**src/rtl/core/yrbd_div.sv**
```systemverilog
// Restoring divider, one quotient bit per cycle, 36-bit dividend by 32-bit divisor.
// Stand-alone; used by yolo_region_box_decoder_unit.
module yrbd_div
(
    input  logic        clk,
    input  logic        rst_n,
    input  logic        start,
    input  logic [35:0] dividend,
    input  logic [31:0] divisor,
    output logic        done,
    output logic [35:0] quotient
);

    logic        busy_reg;
    logic        done_reg;
    logic [5:0]  cnt_reg;
    logic [31:0] rem_reg;
    logic [35:0] quo_reg;
    logic [31:0] dvs_reg;

    logic [32:0] trial;
    logic        fits;

    assign trial = {rem_reg, quo_reg[35]};
    assign fits  = trial >= 33'(dvs_reg);

    always_ff @(posedge clk or negedge rst_n)
    begin
        if (!rst_n)
        begin
            busy_reg <= 1'b0;
            done_reg <= 1'b0;
            cnt_reg  <= '0;
        end
        else
        begin
            done_reg <= 1'b0;
            if (start && !busy_reg)
            begin
                busy_reg <= 1'b1;
                cnt_reg  <= 6'd36;
                rem_reg  <= '0;
                quo_reg  <= dividend;
                dvs_reg  <= divisor;
            end
            else if (busy_reg)
            begin
                rem_reg <= fits ? 32'(trial - 33'(dvs_reg)) : trial[31:0];
                quo_reg <= {quo_reg[34:0], fits};
                cnt_reg <= cnt_reg - 6'd1;
                if (cnt_reg == 6'd1)
                begin
                    busy_reg <= 1'b0;
                    done_reg <= 1'b1;
                end
            end
        end
    end

    assign done     = done_reg;
    assign quotient = quo_reg;

endmodule

```
**config.mk**
```make
export PLATFORM = sky130hd
export DESIGN_NAME = yrbd_div
export DESIGN_NICKNAME = d
export VERILOG_FILES = /design/src/rtl/core/yrbd_div.sv
export SDC_FILE = /design/constraint.sdc
export NUM_CORES = 1
export LEC_CHECK = 0
export ABC_AREA = 1
export BUFFER_PORTS_ARGS = -buffer_cell sky130_fd_sc_hd__buf_2
export CORE_ASPECT_RATIO = 1.4
export CORE_MARGIN = 2
export CORE_UTILIZATION = 45
export CTS_BUF_LIST = sky130_fd_sc_hd__clkbuf_4 sky130_fd_sc_hd__clkbuf_8 sky130_fd_sc_hd__clkbuf_16
export DETAILED_ROUTE_END_ITERATION = 12
export PLACE_DENSITY = 0.65
export SYNTH_ARGS = -nofsm -noshare
export SYNTH_HDL_FRONTEND = slang
export SYNTH_SLANG_ARGS = --single-unit
```
**constraint.sdc**
```tcl
create_clock -name clk -period 6.25 [get_ports clk]
set_input_delay 1.875 -clock clk [delete_from_list [all_inputs] [get_ports clk]]
set_output_delay 1.875 -clock clk [all_outputs]
set_load 0.1 [all_outputs]
```
==> After elaboration in Yosys (flattened, before gate mapping) <==
Cells that the tools add are included.
{ "totals": {"register_bits": 108, "latchBits": 0, "ram_bits": 0, "rom_bits": 0, "input_bits": 71, "out_inout_bits": 37, "wordCells": 27, "n_memories": 0} }
{ "classes": {"n_addsub": 2, "multipliers": 0, "n_div": 0, "n_lt_le_gt_ge": 1, "n_eq_ne": 1, "n_shift": 0, "mux": 12, "bitwise": 0, "n_reduce_logical": 5} }
{ "op_table": {"columns": ["cell", "count"], "rows": [
  ["$mux W36", 2],
  ["$mux W32", 2],
  ["$ge A33 B32 Y1", 1],
  ["$sub A32 B32 Y32", 1],
  ["$mux W6", 2],
  ["$eq A6 B1 Y1 const B", 1],
  ["$mux W1", 6],
  ["$sub A6 B1 Y6 const B", 1],
  ["$reduce_and A2 Y1", 2],
  ["$reduce_bool A2 Y1", 1],
  ["$logic_and A1 B1 Y1", 1],
  ["$logic_not A1 Y1", 1]
]} }

==> Depth between registers and ports, before layout <==
{ "depth": {"ltp_word": 4, "ltp_mapped": 17} }

==> Least setup slack after synthesis <==
OpenSTA, ideal clock, no wires.
{ "synth_path": {"path_kind": "input port to flip-flop", "startpoint": "input start", "endpoint": "register quo_reg[0], in the netlist quotient[0] (enable)", "setup_ns": 0.429, "arrival_time_ns": 3.698, "slack_ns": 2.122, "stages": 3, "cell_sequence": "nor2_1 > clkbuf_1 > nor2_1"} }
{ "synth_via": {"elab_chain_len": 3} }
{ "synth_lines": {"columns": ["item", "line_no", "text"], "rows": [
  ["from (decl)", "7", "input logic start,"],
  ["$logic_and A1 B1 Y1", "38", "if (start && !busy_reg)"],
  ["$reduce_bool A2 Y1 (no line)", null, null],
  ["$reduce_and A2 Y1 (no line)", null, null],
  ["to (signal assigned)", "43", "quo_reg <= dividend;"],
  ["to (signal assigned)", "49", "quo_reg <= {quo_reg[34:0], fits};"],
  ["to (decl)", "18", "logic [35:0] quo_reg;"]
]} }
Every way passes these cells.
A chain may end at the register's enable or synchronous reset.

==> Final worst setup path <==
{ "layout_path": {"startpoint": "input rst_n", "endpoint": "register dvs_reg[12] (enable)"} }
{ "layout_via": {"elab_chain_len": 1} }
{ "layout_lines": {"columns": ["item", "line_no", "text"], "rows": [
  ["from (decl)", "6", "input logic rst_n,"],
  ["$reduce_and A2 Y1 (no line)", null, null],
  ["to (signal assigned)", "44", "dvs_reg <= divisor;"],
  ["to (decl)", "19", "logic [31:0] dvs_reg;"]
]} }
Every way passes these cells.

==> flow_summary.yaml <==
outcome:
  status: "finished clean"
synth:
  yosysWarnings: 0
  syn_nets: 1120
  synth-seq-cells: 108
  synth.yosys.seq_area_share_pct: 42.9
  synth_cell_type_count: 37
  synthesis.area_mm2: 0.00746
  postSynthCellCount: 1014
  post_synthesis_area_per_instance_um2: 7.36
timing:
  setup_total_negative_slack_ns: 0
  timing.final.max_slew_violations: 0
  max_slew_headroom_at_the_worst_pin_pct: 30.2
  setup-violations-final: 0
  final.period_utilization_pct: 56.5
  max_slew.worst_pin.slew_ns: 1.05
  layout_min_cycle_time_ns: 3.53
  fin_skew_ns: 0.00945
  final_hold_viol_count: 0
  max_freq_mhz: 283
  rsz0062_at_grt: "false"
clocking:
  clk_latency_ns: 0.36
  ctsResizeCount: 0
  post-cts-setup-buffer-count: 0
  worst_setup_hold_path_clk_slew_ns: 0.07
  cts_max_level: 3
  clkSinkCount: 108
  number_of_buffers_added_by_the_clock_tree_synthesis_step: 9
  clock_tree.root_cell: "sky130_fd_sc_hd__clkbuf_16"
  cts.path.max_buffers: 2
  hold_buffers: 0
  cts_tree: "done"
global_route:
  grt_first_pass_wirelength_um: 30600
  largest_net_degree_at_the_start_of_global_routing: 42
  grt_pass1_vias: 6390
  remaining_overflow_grt: 0
  grt_usage_pct: 22.0
  grt_antenna_before_repair: 0
final_layout:
  post_layout_nonfiller_instances: 1317
  antenna_cells: 0
  num-fill-cells: 1574
  nets_final: 1219
  flip_flop_count_of_the_largest_register_all_copies_and_words_added: 36
  finalCoreUtilization_pct: 52.0
  layout-drive-gt1-share_pct: 14.5
  areaGrowthSynthToFinish_pct: 12.8
floorplan:
  vert_die_dim_um: 156
  top_level_ports: 108
  std_cell_rows: 55
  initial_utilization_pct: 46.1
  design.die.area_mm2: 0.0176
  coreArea_mm2: 0.0162
  die_x_um: 113
flow_run:
  max_cap_violations: 0
worst_setup_path:
  chain_of_cells_forming_the_critical_path: "buf_2, buf_4, inv_1, nor2_4"
  cp_data_arrival_time_ns: 3.51
  path_class: "in2reg"
  cp.buffers_inverters: 3
  worst_path_dominant_cell_family: "simple AND/OR/NAND/NOR gates"
  crit_path_max_incr_delay_ns: 0.82
  crit_start_category: "input pin"
  crit_slowest_cell: "sky130_fd_sc_hd__nor2_4"
  cp_data_required_time_ns: 6.23
  crit_path_end_kind: "flop"
  path_max_fanout: 41
routing:
  drtPass1Iterations: 4
  dr_total_vias: 6434
  detail_route.drc_violations: 0
  wire_per_inst_um: 14.2
  routed_wl_um: 18700
  post_detailed_route_via_to_cell_ratio: 4.89
  ant_nets: 0
  detail_route.iter0.violations: 296
power:
  leakage_uw: 0.00446
  pwr_cell_area_mw_per_mm2: 509
  irDropWorstVdd_uv: 280
hold_path:
  hp-class: "reg2reg"
placement:
  place.detailed.hpwl_um: 14000
  place.port_buffers: 107
  place_inst: 1301
  finalWeightedCongestion: 0.972
[path summary, 6_finish.rpt]
kind | startpoint | to | slack, ns | cells after the start
max in group asynchronous | rst_n | done | 4.25 | 2
min reg2reg | cnt_reg[5] | cnt_reg[5] | 0.48 | 1
max reg2reg | rem_reg[19] | rem_reg[19] | 3.46 | 13
min | cnt_reg[5] | cnt_reg[5] | 0.48 | 1
max | rst_n | dvs_reg[12] | 2.72 | 4
min in group asynchronous | rst_n | cnt_reg[0] | 1.62 | 2
[synthesized netlist by cell type (all sizes together)]
cell type / count / area share, %
and2: 3 / 0.25
o21bai: 2 / 0.20
nor3: 3 / 0.20
fa: 1 / 0.27
nand4: 8 / 0.67
buf: 12 / 1.6
nand3b: 14 / 1.4
xor2: 1 / 0.12
nand3: 86 / 6.6
clkbuf: 12 / 0.60
nor4: 1 / 0.084
o22ai: 2 / 0.17
inv: 187 / 9.4
dfrtp: 8 / 2.7
edfxtp: 100 / 40
a21oi: 20 / 1.4
or2: 1 / 0.084
o21a: 2 / 0.20
o21ai: 16 / 1.1
nand2: 433 / 22
ha: 34 / 5.7
nor2: 53 / 3.0
xnor2: 13 / 1.5
o31ai: 1 / 0.10
a31oi: 1 / 0.084
[cells by family (layout without fill, tap and decap cells)]
group / Yosys count / after routing / synth area share, %
compound gates: 44 / 44 / 3.27
xor+xnor: 14 / 14 / 1.64
fa+ha+maj: 35 / 35 / 5.97
buf+inv: 211 / 315 / 11.6
flops: 108 / 108 / 42.9
simple gates: 602 / 602 / 34.6
[metrics by stage]
step                      hold slack, ns  power, µW  cell area [µm²]  worst slack (ns)
after global routing               0.534       4690             8410              2.53
after floorplan                    0.453       3280             7460              2.12
after global placement             0.470       3710             8140              2.33
after CTS                          0.486       4310             8410              2.61
final                              0.483       4290             8410              2.72
after detailed placement           0.472       3750             8140              2.22
[layout make-up]
class	instances	area, µm²	area share [%]
clock buffer	9	225	2.68
tap	199	249	2.96
sequential	108	3200	38.1
timing repair buffer	112	573	6.81
multi-input combinational	695	3410	40.5
clock inverter	7	50.0	0.595
inverter	187	702	8.34
[power breakdown]
part | total, µW | internal [µW] | switching [µW] | leakage, µW
combinational | 2490 | 772 | 1710 | 0.00329
clock | 554 | 273 | 280 | 0.000132
sequential | 1250 | 1110 | 138 | 0.00104
total | 4290 | 2150 | 2130 | 0.00446
[layout by cell type (no fill, tap or decap), types with 2 or more instances in the layout]
master and count:
sky130_fd_sc_hd__nand2_2 5, sky130_fd_sc_hd__ha_1 34, sky130_fd_sc_hd__nand2_1 426, sky130_fd_sc_hd__nand4_1 8
sky130_fd_sc_hd__nor2_1 44, sky130_fd_sc_hd__o21a_1 2, sky130_fd_sc_hd__a21oi_1 18, sky130_fd_sc_hd__clkbuf_16 9
sky130_fd_sc_hd__xnor2_1 13, sky130_fd_sc_hd__inv_8 2, sky130_fd_sc_hd__o22ai_1 2, sky130_fd_sc_hd__a21oi_2 2
sky130_fd_sc_hd__nor2_2 6, sky130_fd_sc_hd__clkinv_1 3, sky130_fd_sc_hd__nor3_1 3, sky130_fd_sc_hd__edfxtp_1 100
sky130_fd_sc_hd__nand3_1 74, sky130_fd_sc_hd__nand3b_1 14, sky130_fd_sc_hd__nand3_2 12, sky130_fd_sc_hd__nor2_4 2
sky130_fd_sc_hd__o21ai_0 6, sky130_fd_sc_hd__buf_4 5, sky130_fd_sc_hd__dfrtp_1 8, sky130_fd_sc_hd__o21ai_1 10
sky130_fd_sc_hd__buf_2 107, sky130_fd_sc_hd__and2_1 3, sky130_fd_sc_hd__o21bai_1 2, sky130_fd_sc_hd__inv_2 6
sky130_fd_sc_hd__inv_1 181
[per-layer routing]
layer | GRT usage (%) | vias up | wire, µm
met4 | 9.64 | 0 | 683
met2 | 39.4 | 174 | 9300
met5 | 0 | - | 0
met3 | 3.99 | 39 | 924
met1 | 25.6 | 2869 | 7810
li1 | - | 3352 | -
No activity file was read; power rests on OpenSTA's default activity.
