--- config.mk ---
export PLATFORM = sky130hd
export DESIGN_NAME = yrbd_exp
export DESIGN_NICKNAME = d
export VERILOG_FILES = /design/src/rtl/core/yrbd_pkg.sv /design/src/rtl/core/yrbd_exp.sv
export SDC_FILE = /design/constraint.sdc
export NUM_CORES = 2
export LEC_CHECK = 0
export ABC_CLOCK_PERIOD_IN_PS = 10910
export BUFFER_PORTS_ARGS = -buffer_cell sky130_fd_sc_hd__buf_4
export CORE_UTILIZATION = 45
export DETAILED_ROUTE_END_ITERATION = 16
export HOLD_SLACK_MARGIN = 0.02
export PLACE_DENSITY = 0.64
export SLEW_MARGIN = 5
export SYNTH_ARGS = -nofsm -noshare
export SYNTH_HDL_FRONTEND = slang
export SYNTH_SLANG_ARGS = --single-unit
--- constraint.sdc ---
create_clock -name clk -period 10.91 [get_ports clk]
set_clock_uncertainty 0.2 [all_clocks]
set_input_delay 0.5455 -clock clk [delete_from_list [all_inputs] [get_ports clk]]
set_output_delay 0.5455 -clock clk [all_outputs]
set_load 0.01 [all_outputs]
--- src/rtl/core/yrbd_pkg.sv ---
// Package for the region box decoder: fixed-point constants, config indices and a helper function.
// Used by yrbd_exp and yolo_region_box_decoder_unit; no dependencies.
package yrbd_pkg;

    localparam int COORD_COUNT       = 4;
    localparam int FIRST_CLASS_ENTRY = 5;

    localparam logic [17:0] LOG2E_Q16 = 18'd94548;
    localparam logic [29:0] LN2_Q30   = 30'd744261118;
    localparam logic [3:0]  TERM_LAST = 4'd10;
    localparam logic [15:0] SAT16     = 16'hFFFF;
    localparam logic [14:0] SAT15     = 15'h7FFF;

    localparam logic [2:0] CFG_THRESHOLD = 3'd0;
    localparam logic [2:0] CFG_CLASSES   = 3'd1;
    localparam logic [2:0] CFG_GRID      = 3'd2;
    localparam logic [2:0] CFG_IMAGE     = 3'd3;
    localparam logic [2:0] CFG_SOFTMAX   = 3'd4;
    localparam logic [2:0] CFG_ANCHORS   = 3'd5;

    // floor((2^32-1)/k) for the Taylor term divisors
    function automatic logic [31:0] term_recip(input logic [3:0] k);
        logic [31:0] r;
        begin
            case (k)
                4'd1:    r = 32'hFFFFFFFF;
                4'd2:    r = 32'h7FFFFFFF;
                4'd3:    r = 32'h55555555;
                4'd4:    r = 32'h3FFFFFFF;
                4'd5:    r = 32'h33333333;
                4'd6:    r = 32'h2AAAAAAA;
                4'd7:    r = 32'h24924924;
                4'd8:    r = 32'h1FFFFFFF;
                4'd9:    r = 32'h1C71C71C;
                4'd10:   r = 32'h19999999;
                default: r = 32'hFFFFFFFF;
            endcase
            return r;
        end
    endfunction

endpackage

--- src/rtl/core/yrbd_exp.sv ---
// Iterative exponential of a signed Q4.12 value, result unsigned Q.12.
// Power-of-two split and ten Taylor terms through one shared 32x32 multiplier; uses yrbd_pkg.
module yrbd_exp
(
    input  logic               clk,
    input  logic               rst_n,
    input  logic               start,
    input  logic signed [15:0] x,
    output logic               done,
    output logic [23:0]        result
);

    typedef enum logic [5:0] {
        E_IDLE  = 6'b000001,
        E_FRAC  = 6'b000010,
        E_TERM  = 6'b000100,
        E_DIV   = 6'b001000,
        E_FIX   = 6'b010000,
        E_ROUND = 6'b100000
    } exp_state_t;

    exp_state_t        state_reg;
    logic [27:0]       g_reg;
    logic [4:0]        sh_reg;
    logic [29:0]       r_reg;
    logic [30:0]       term_reg;
    logic [30:0]       t_reg;
    logic [30:0]       q_reg;
    logic [31:0]       sum_reg;
    logic [3:0]        k_reg;
    logic              done_reg;
    logic [23:0]       result_reg;

    logic signed [34:0] y;
    logic [32:0]        u;
    logic [31:0]        mul_a;
    logic [31:0]        mul_b;
    logic [63:0]        mul_p;
    logic [34:0]        qk;
    logic [31:0]        rem;
    logic [30:0]        q_fix;
    logic [32:0]        rnd;

    assign y = 35'(x) * $signed({1'b0, yrbd_pkg::LOG2E_Q16});
    assign u = 33'(y + 35'sh100000000);

    always_comb
    begin
        mul_a = 32'(term_reg);
        mul_b = 32'(r_reg);
        case (state_reg)
            E_FRAC:
            begin
                mul_a = 32'(g_reg);
                mul_b = 32'(yrbd_pkg::LN2_Q30);
            end
            E_DIV:
            begin
                mul_a = 32'(t_reg);
                mul_b = yrbd_pkg::term_recip(k_reg);
            end
            default:
            begin
                mul_a = 32'(term_reg);
                mul_b = 32'(r_reg);
            end
        endcase
    end

    assign mul_p = 64'(mul_a) * 64'(mul_b);
    assign qk    = 35'(q_reg) * 35'(k_reg);
    assign rem   = 32'(35'(t_reg) - qk);
    assign q_fix = (rem >= 32'(k_reg)) ? q_reg + 31'd1 : q_reg;
    assign rnd   = 33'(sum_reg) + (33'd1 << (sh_reg - 5'd1));

    always_ff @(posedge clk or negedge rst_n)
    begin
        if (!rst_n)
        begin
            state_reg <= E_IDLE;
            done_reg  <= 1'b0;
        end
        else
        begin
            done_reg <= 1'b0;
            case (state_reg)
                E_IDLE:
                begin
                    if (start)
                    begin
                        g_reg     <= u[27:0];
                        sh_reg    <= 5'(6'd34 - 6'(u[32:28]));
                        state_reg <= E_FRAC;
                    end
                end
                E_FRAC:
                begin
                    r_reg     <= mul_p[57:28];
                    term_reg  <= 31'h40000000;
                    sum_reg   <= 32'h40000000;
                    k_reg     <= 4'd1;
                    state_reg <= E_TERM;
                end
                E_TERM:
                begin
                    t_reg     <= mul_p[60:30];
                    state_reg <= E_DIV;
                end
                E_DIV:
                begin
                    q_reg     <= mul_p[62:32];
                    state_reg <= E_FIX;
                end
                E_FIX:
                begin
                    term_reg <= q_fix;
                    sum_reg  <= sum_reg + 32'(q_fix);
                    k_reg    <= k_reg + 4'd1;
                    state_reg <= (k_reg == yrbd_pkg::TERM_LAST) ? E_ROUND : E_TERM;
                end
                E_ROUND:
                begin
                    result_reg <= 24'(rnd >> sh_reg);
                    done_reg   <= 1'b1;
                    state_reg  <= E_IDLE;
                end
                default:
                begin
                    state_reg <= E_IDLE;
                end
            endcase
        end
    end

    assign done   = done_reg;
    assign result = result_reg;

endmodule

# Yosys cells after proc, flatten, opt, wreduce, memory -nomap -nowiden

Memory sizes are Yosys's and may differ from the RTL's. A register that Yosys moved wholly into a read port is not among the register bits.
Cells that the tools add are included.

Reductions and logical operators: 7
Shifts and indexed selects: 2
$lt $le $gt $ge: 1
Multipliers: 3
Add/subtract/negate cells: 8
Equality and inequality tests: 8
Multiplexer cells: 11

Operators by type and width:

| operator                                                              | count |
|---|---|
| 32-bit case mux with 2 select lines                                   | 2 |
| 31-bit case mux with 2 select lines                                   | 2 |
| 32-bit by 32-bit multiplier with 63-bit output                        | 1 |
| 32-bit by 33-bit adder with 33-bit output                             | 1 |
| 33-bit adder, second input constant                                   | 1 |
| 1-bit by 5-bit << shifter with 33-bit output, first input constant    | 1 |
| 33-bit by 5-bit >> shifter with 24-bit output                         | 1 |
| 32-bit by 31-bit adder with 32-bit output                             | 1 |
| 32-bit by 4-bit >= comparator with 1-bit output                       | 1 |
| 31-bit by 4-bit multiplier with 32-bit output                         | 1 |
| 31-bit by 32-bit subtractor with 32-bit output                        | 1 |
| 31-bit by 1-bit adder with 31-bit output, second input constant       | 1 |
| 16-bit by 16-bit multiplier with 31-bit output, second input constant | 1 |
| 31-bit 2-to-1 mux                                                     | 1 |
| 6-bit case mux with 5 select lines                                    | 1 |
| 6-bit 2-to-1 mux                                                      | 2 |
| 2-bit AND reduction                                                   | 5 |
| 4-bit case mux with 2 select lines                                    | 1 |
| 6-bit by 1-bit == test with 1-bit output, second input constant       | 1 |
| 6-bit by 2-bit == test with 1-bit output, second input constant       | 1 |
| 6-bit by 3-bit == test with 1-bit output, second input constant       | 1 |
| 6-bit by 4-bit == test with 1-bit output, second input constant       | 1 |
| 6-bit by 5-bit == test with 1-bit output, second input constant       | 1 |
| 6-bit == test, second input constant                                  | 1 |
| 9 further kinds                                                       | 9 |

Word-level logic and storage cells: 52
Input bits: 19
Memories: 1
ROM bits: 512
Register bits: 223
Output and inout port bits: 25

Memories:

| name             | depth | bits a word | read ports | clocked after memory_dff | write ports | RTL line       | text |
|---|---|---|---|---|---|---|---|
| (name not given) | 16    | 32          | 1          | 1                        | 0           | yrbd_pkg.sv:25 | `case (k)` |

# Longest topological paths before layout

Word-level depth: 6
Mapped depth: 37
Mapped depth without buffers: 34

# Least setup slack after synthesis

No wires, ideal clock.

Path type: register to register
Start point: register state_reg[5]
End point: register q_reg[19] (data pin)
Path buffers: 5
Cell stages (with the launch flop): 35
Data required time: 10.443 ns
Setup slack: 1.164 ns
Period minus slack after synthesis: 9.746 ns
Arrival time: 9.278 ns
Cell sequence: dfrtp_1 -> nor4_1 -> clkbuf_1 -> and2_1 -> clkbuf_1 -> nor2_1 -> clkbuf_1 -> and2_1 -> a221oi_1 -> clkbuf_1 -> nor2_1 -> fa_1 -> fa_1 -> fa_1 -> inv_1 -> fa_1 -> inv_1 -> fa_1 -> fa_1 -> fa_1 -> fa_1 -> ha_1 -> clkbuf_1 -> a21oi_1 -> o21ai_0 -> a2111o_1 -> o21ai_0 -> o21ai_0 -> a21oi_1 -> o21ai_1 -> a21bo_2 -> a21oi_1 -> o31ai_1 -> a21oi_1 -> xnor2_1

Longest elaborated chain between the ends: 3

Ends and longest elaborated chain:

| element                                                                                              | RTL line        | text |
|---|---|---|
| start: declaration                                                                                   | yrbd_exp.sv:22  | `exp_state_t state_reg;` |
| start signal: assignment                                                                             | yrbd_exp.sv:119 | `state_reg <= (k_reg == yrbd_pkg::TERM_LAST) ? E_ROUND : E_TERM;` |
| 6-bit by 4-bit == test with 1-bit output or 6-bit by 2-bit == test with 1-bit output (tied branches) | yrbd_exp.sv:51  | `case (state_reg)` |
| 31-bit case mux with 2 select lines or 32-bit case mux with 2 select lines (tied branches)           | yrbd_exp.sv:51  |  |
| 32-bit by 32-bit multiplier with 63-bit output *                                                     | yrbd_exp.sv:70  | `assign mul_p = 64'(mul_a) * 64'(mul_b);` |
| net mul_p[51]                                                                                        | yrbd_exp.sv:38  | `logic [63:0] mul_p;` |
| end signal: assignment                                                                               | yrbd_exp.sv:111 | `q_reg <= mul_p[62:32];` |
| end: declaration                                                                                     | yrbd_exp.sv:28  | `logic [30:0] q_reg;` |

The timed path passes the listed nets; every way through them passes the cells marked *.
A chain may end at the register's enable or synchronous reset.

# Worst setup path in the final report

Start point: register state_reg[5]
End point: register q_reg[26] (data pin)

The elaborated chain is that of the path after synthesis.

==> out/metrics.cfg <==
[timing]
slew_headroom_pct = 32.8
setup_viol_count_final = 0
min_period_ns = 10.38
max_clock_freq_ghz = 0.0963
tightest_slew_ns = 1.00
rsz0062_at_grt = false
maxSlewViolCount = 0
finalCritPeriodShare_pct = 95.2
timing.setup.tns_ns = 0
hold_viol = 0

[die]
rows = 127
die-area_um2 = 122000
core_area_um2 = 120000
fp.dieH_um = 349
start_util_pct = 45.3
die_width_um = 349
ios = 44

[detailed_routing]
firstDrtPassIters = 8
vias_per_cell = 5.64
ant_nets = 0
drcViolationCount = 0
post_drt_wl_per_cell_um = 22.5
drt-total-wl_um = 171000
vias = 42900
drtIter0Drc = 3808

[global_route]
grt.busiest_layer = met2
gr-usage-all-layers_pct = 28.2
gr-total-overflow = 0
grt_pass1_vias = 43924
grt_util_met2_pct = 47.4
use_met3_pct = 4.52
grt_pass1_wl_um = 261000
antenna_found_initial = 2
use_met1_pct = 36.0
grt_max_degree = 63

[synth]
synth_seq_cells = 236
syn_area_per_cell_um2 = 9.02
async_reset_ff_share_pct = 2.97
syn_area_um2 = 54300
synth-edff-count = 214
synth_cell_types = 89
synth_seq_area_share_pct = 12.7
ys.warnings.count = 0
synthFlopType = edfxtp_1
synth_nets = 7552
netlist_instances = 6015

[finish]
nNetsFinal = 7505
drive_above_1_share_pct = 6.00
stdcell_count = 7600
syn_to_final_growth_pct = 7.18
seq_area_um2 = 6900
n_fill_cell = 11517
multi_input_area_um2 = 42400
largest_reg_flops = 32

[outcome]
outcome = finished clean

[placement]
dp.cells = 7541
place_congestion = 0.999
port_buffers = 43
place_hpwl_um = 142000

[critical_path]
critPathSlowestCell = fa_1
end_kind = flop
start_kind = flop
crit_required_ns = 11.02
cpPeakStageDelay_ns = 0.58
arrival_ns = 10.50
critPathMaxFanout = 57
path_common_cell = fa_1
critical_path_class = flop to flop

[clock_tree]
root_buffer = clkbuf_16
insertion_delay_ns = 0.59
numCtsBuffers = 28
cts_tree = built
clock_path_buffers = 3
h-tree-depth = 1
cts_num_sinks = 236
clk_pin_slew_ns = 0.06

[worst_hold_path]
hold_path.class = input pin to flop

[job]
maxCapViolCount = 0

-- per-layer routing --
metal	wire length (um)	share of wire (%)	vias up
met2	81300	48	1744
met4	9480	5.5	2
met3	13100	7.7	398
li1	-	-	18917
met1	67000	39	21839
met5	20	0.012	-
-- cells by family (layout without fill, tap and decap cells) --
group,after synthesis,after routing,synth area share (%)
AO/OA/AOI/OAI,761,761,9.52
XOR/XNOR,171,171,2.76
adder cells (fa/ha/maj),1518,1518,49.3
buffers and inverters,1420,1391,9.85
flip-flops,236,236,12.7
multiplexers,47,47,1.04
other,0,1,0
AND/OR/NAND/NOR,1862,1863,14.8
-- cell usage after synthesis (8+ instances only) --
master	instances	area (um2)
and3_1	35	219
mux2_2	10	113
xnor2_1	118	1030
nand2b_1	37	231
ha_1	481	6020
a22oi_1	25	188
nand3_1	52	260
a21o_1	76	571
nor2b_1	36	225
o21ai_0	107	536
nand2_1	749	2810
o21a_1	23	173
o21bai_1	21	158
nand4_1	32	200
nor4_1	16	100
buf_1	15	56.3
a211o_1	12	105
or2_2	14	87.6
or4_1	15	113
fa_1	1037	20800
xor2_1	53	464
a211oi_1	33	248
or3_1	22	138
a22o_1	16	140
o211ai_1	15	113
and2_1	88	551
a31oi_1	23	144
edfxtp_1	214	6430
nor2_1	688	2580
a221oi_1	29	254
a221o_1	19	190
dfxtp_1	15	300
o31ai_1	26	195
a21oi_1	203	1020
and4_1	11	96.3
a31o_2	8	70.1
inv_1	1126	4230
clkbuf_1	269	1010
o22ai_1	24	150
o22a_1	15	131
nor3_1	50	250
o21ai_1	8	40.0
mux2i_1	30	300
-- cell usage in the layout, fill, tap and decap left out, drive strengths merged, types with 19 or more instances in the layout --
cell type and n:
and2 88, nand3 52, mux2i 30, o31ai 27
clkbuf 33, nand2 749, a221oi 30, o21a 23
fa 1037, nor2b 36, nand2b 37, nor2 689
xnor2 118, buf 208, xor2 53, o22ai 24
nand4 32, a221o 19, o21ai 117, nor3 51
edfxtp 214, a31oi 23, and3 35, a21o 76
inv 1133, o21bai 21, a211oi 34, or3 22
a21oi 204, a22oi 25, ha 481
-- metrics by stage --
stage | hold WS, ns | instance area (um2) | setup WS, ns | util [%]
6_report | 0.0558 | 58200 | 0.525 | 48.5
5_1_grt | 0.0502 | 58200 | 0.000928 | 48.5
4_1_cts | 0.0389 | 58000 | 0.0937 | 48.4
3_5_place_dp | 0.206 | 57100 | 0.139 | 47.6
3_3_place_gp | 0.205 | 57100 | 0.206 | 47.6
2_1_floorplan | 0.0499 | 54300 | 1.16 | -
-- cell type report --
type	instances	area share [%]
clock inverter	17	0.374
multi-input combinational	4360	72.9
inverter	1131	7.30
sequential	236	11.9
clock buffer	32	1.23
tap	1612	3.47
timing repair buffer	211	2.86
antenna	1	0.00430
-- final timing paths --
kind                                     startpoint                       end  slack, ns  cells after the start
max                        state_reg[5]$_DFFE_PN0P_       q_reg[26]$_DFFE_PP_       0.53                     32
min                                            x[0]        g_reg[2]$_DFFE_PP_       0.06                      1
max reg2reg                state_reg[5]$_DFFE_PN0P_       q_reg[26]$_DFFE_PP_       0.53                     32
min reg2reg                state_reg[4]$_DFFE_PN0P_  state_reg[3]$_DFFE_PN0P_       0.38                      1
max in group asynchronous                     rst_n  state_reg[0]$_DFFE_PN1P_      10.11                      2
min in group asynchronous                     rst_n            done$_DFF_PN0_       0.15                      2
-- repair_timing --
action | CTS | global route
resized for setup | 0 | 14
hold buffers | 2 | 0
setup endpoints to repair | 0 | 35
setup buffers | 0 | 6
hold endpoints to repair | 8 | 0
-- worst max-delay path, delay by kind of cell (launching register included) --
kind,cells,cell delay [ns]
AO/OA/AOI/OAI,12,3.26
buffers and inverters,7,1.27
AND/OR/NAND/NOR,3,0.56
flip-flops,1,0.44
XOR/XNOR,1,0.16
adder cells (fa/ha/maj),9,4.21
Power is left out: the tool's default activity adds up to more than one toggle a clock period on the data nets, which glitch-free logic cannot reach.
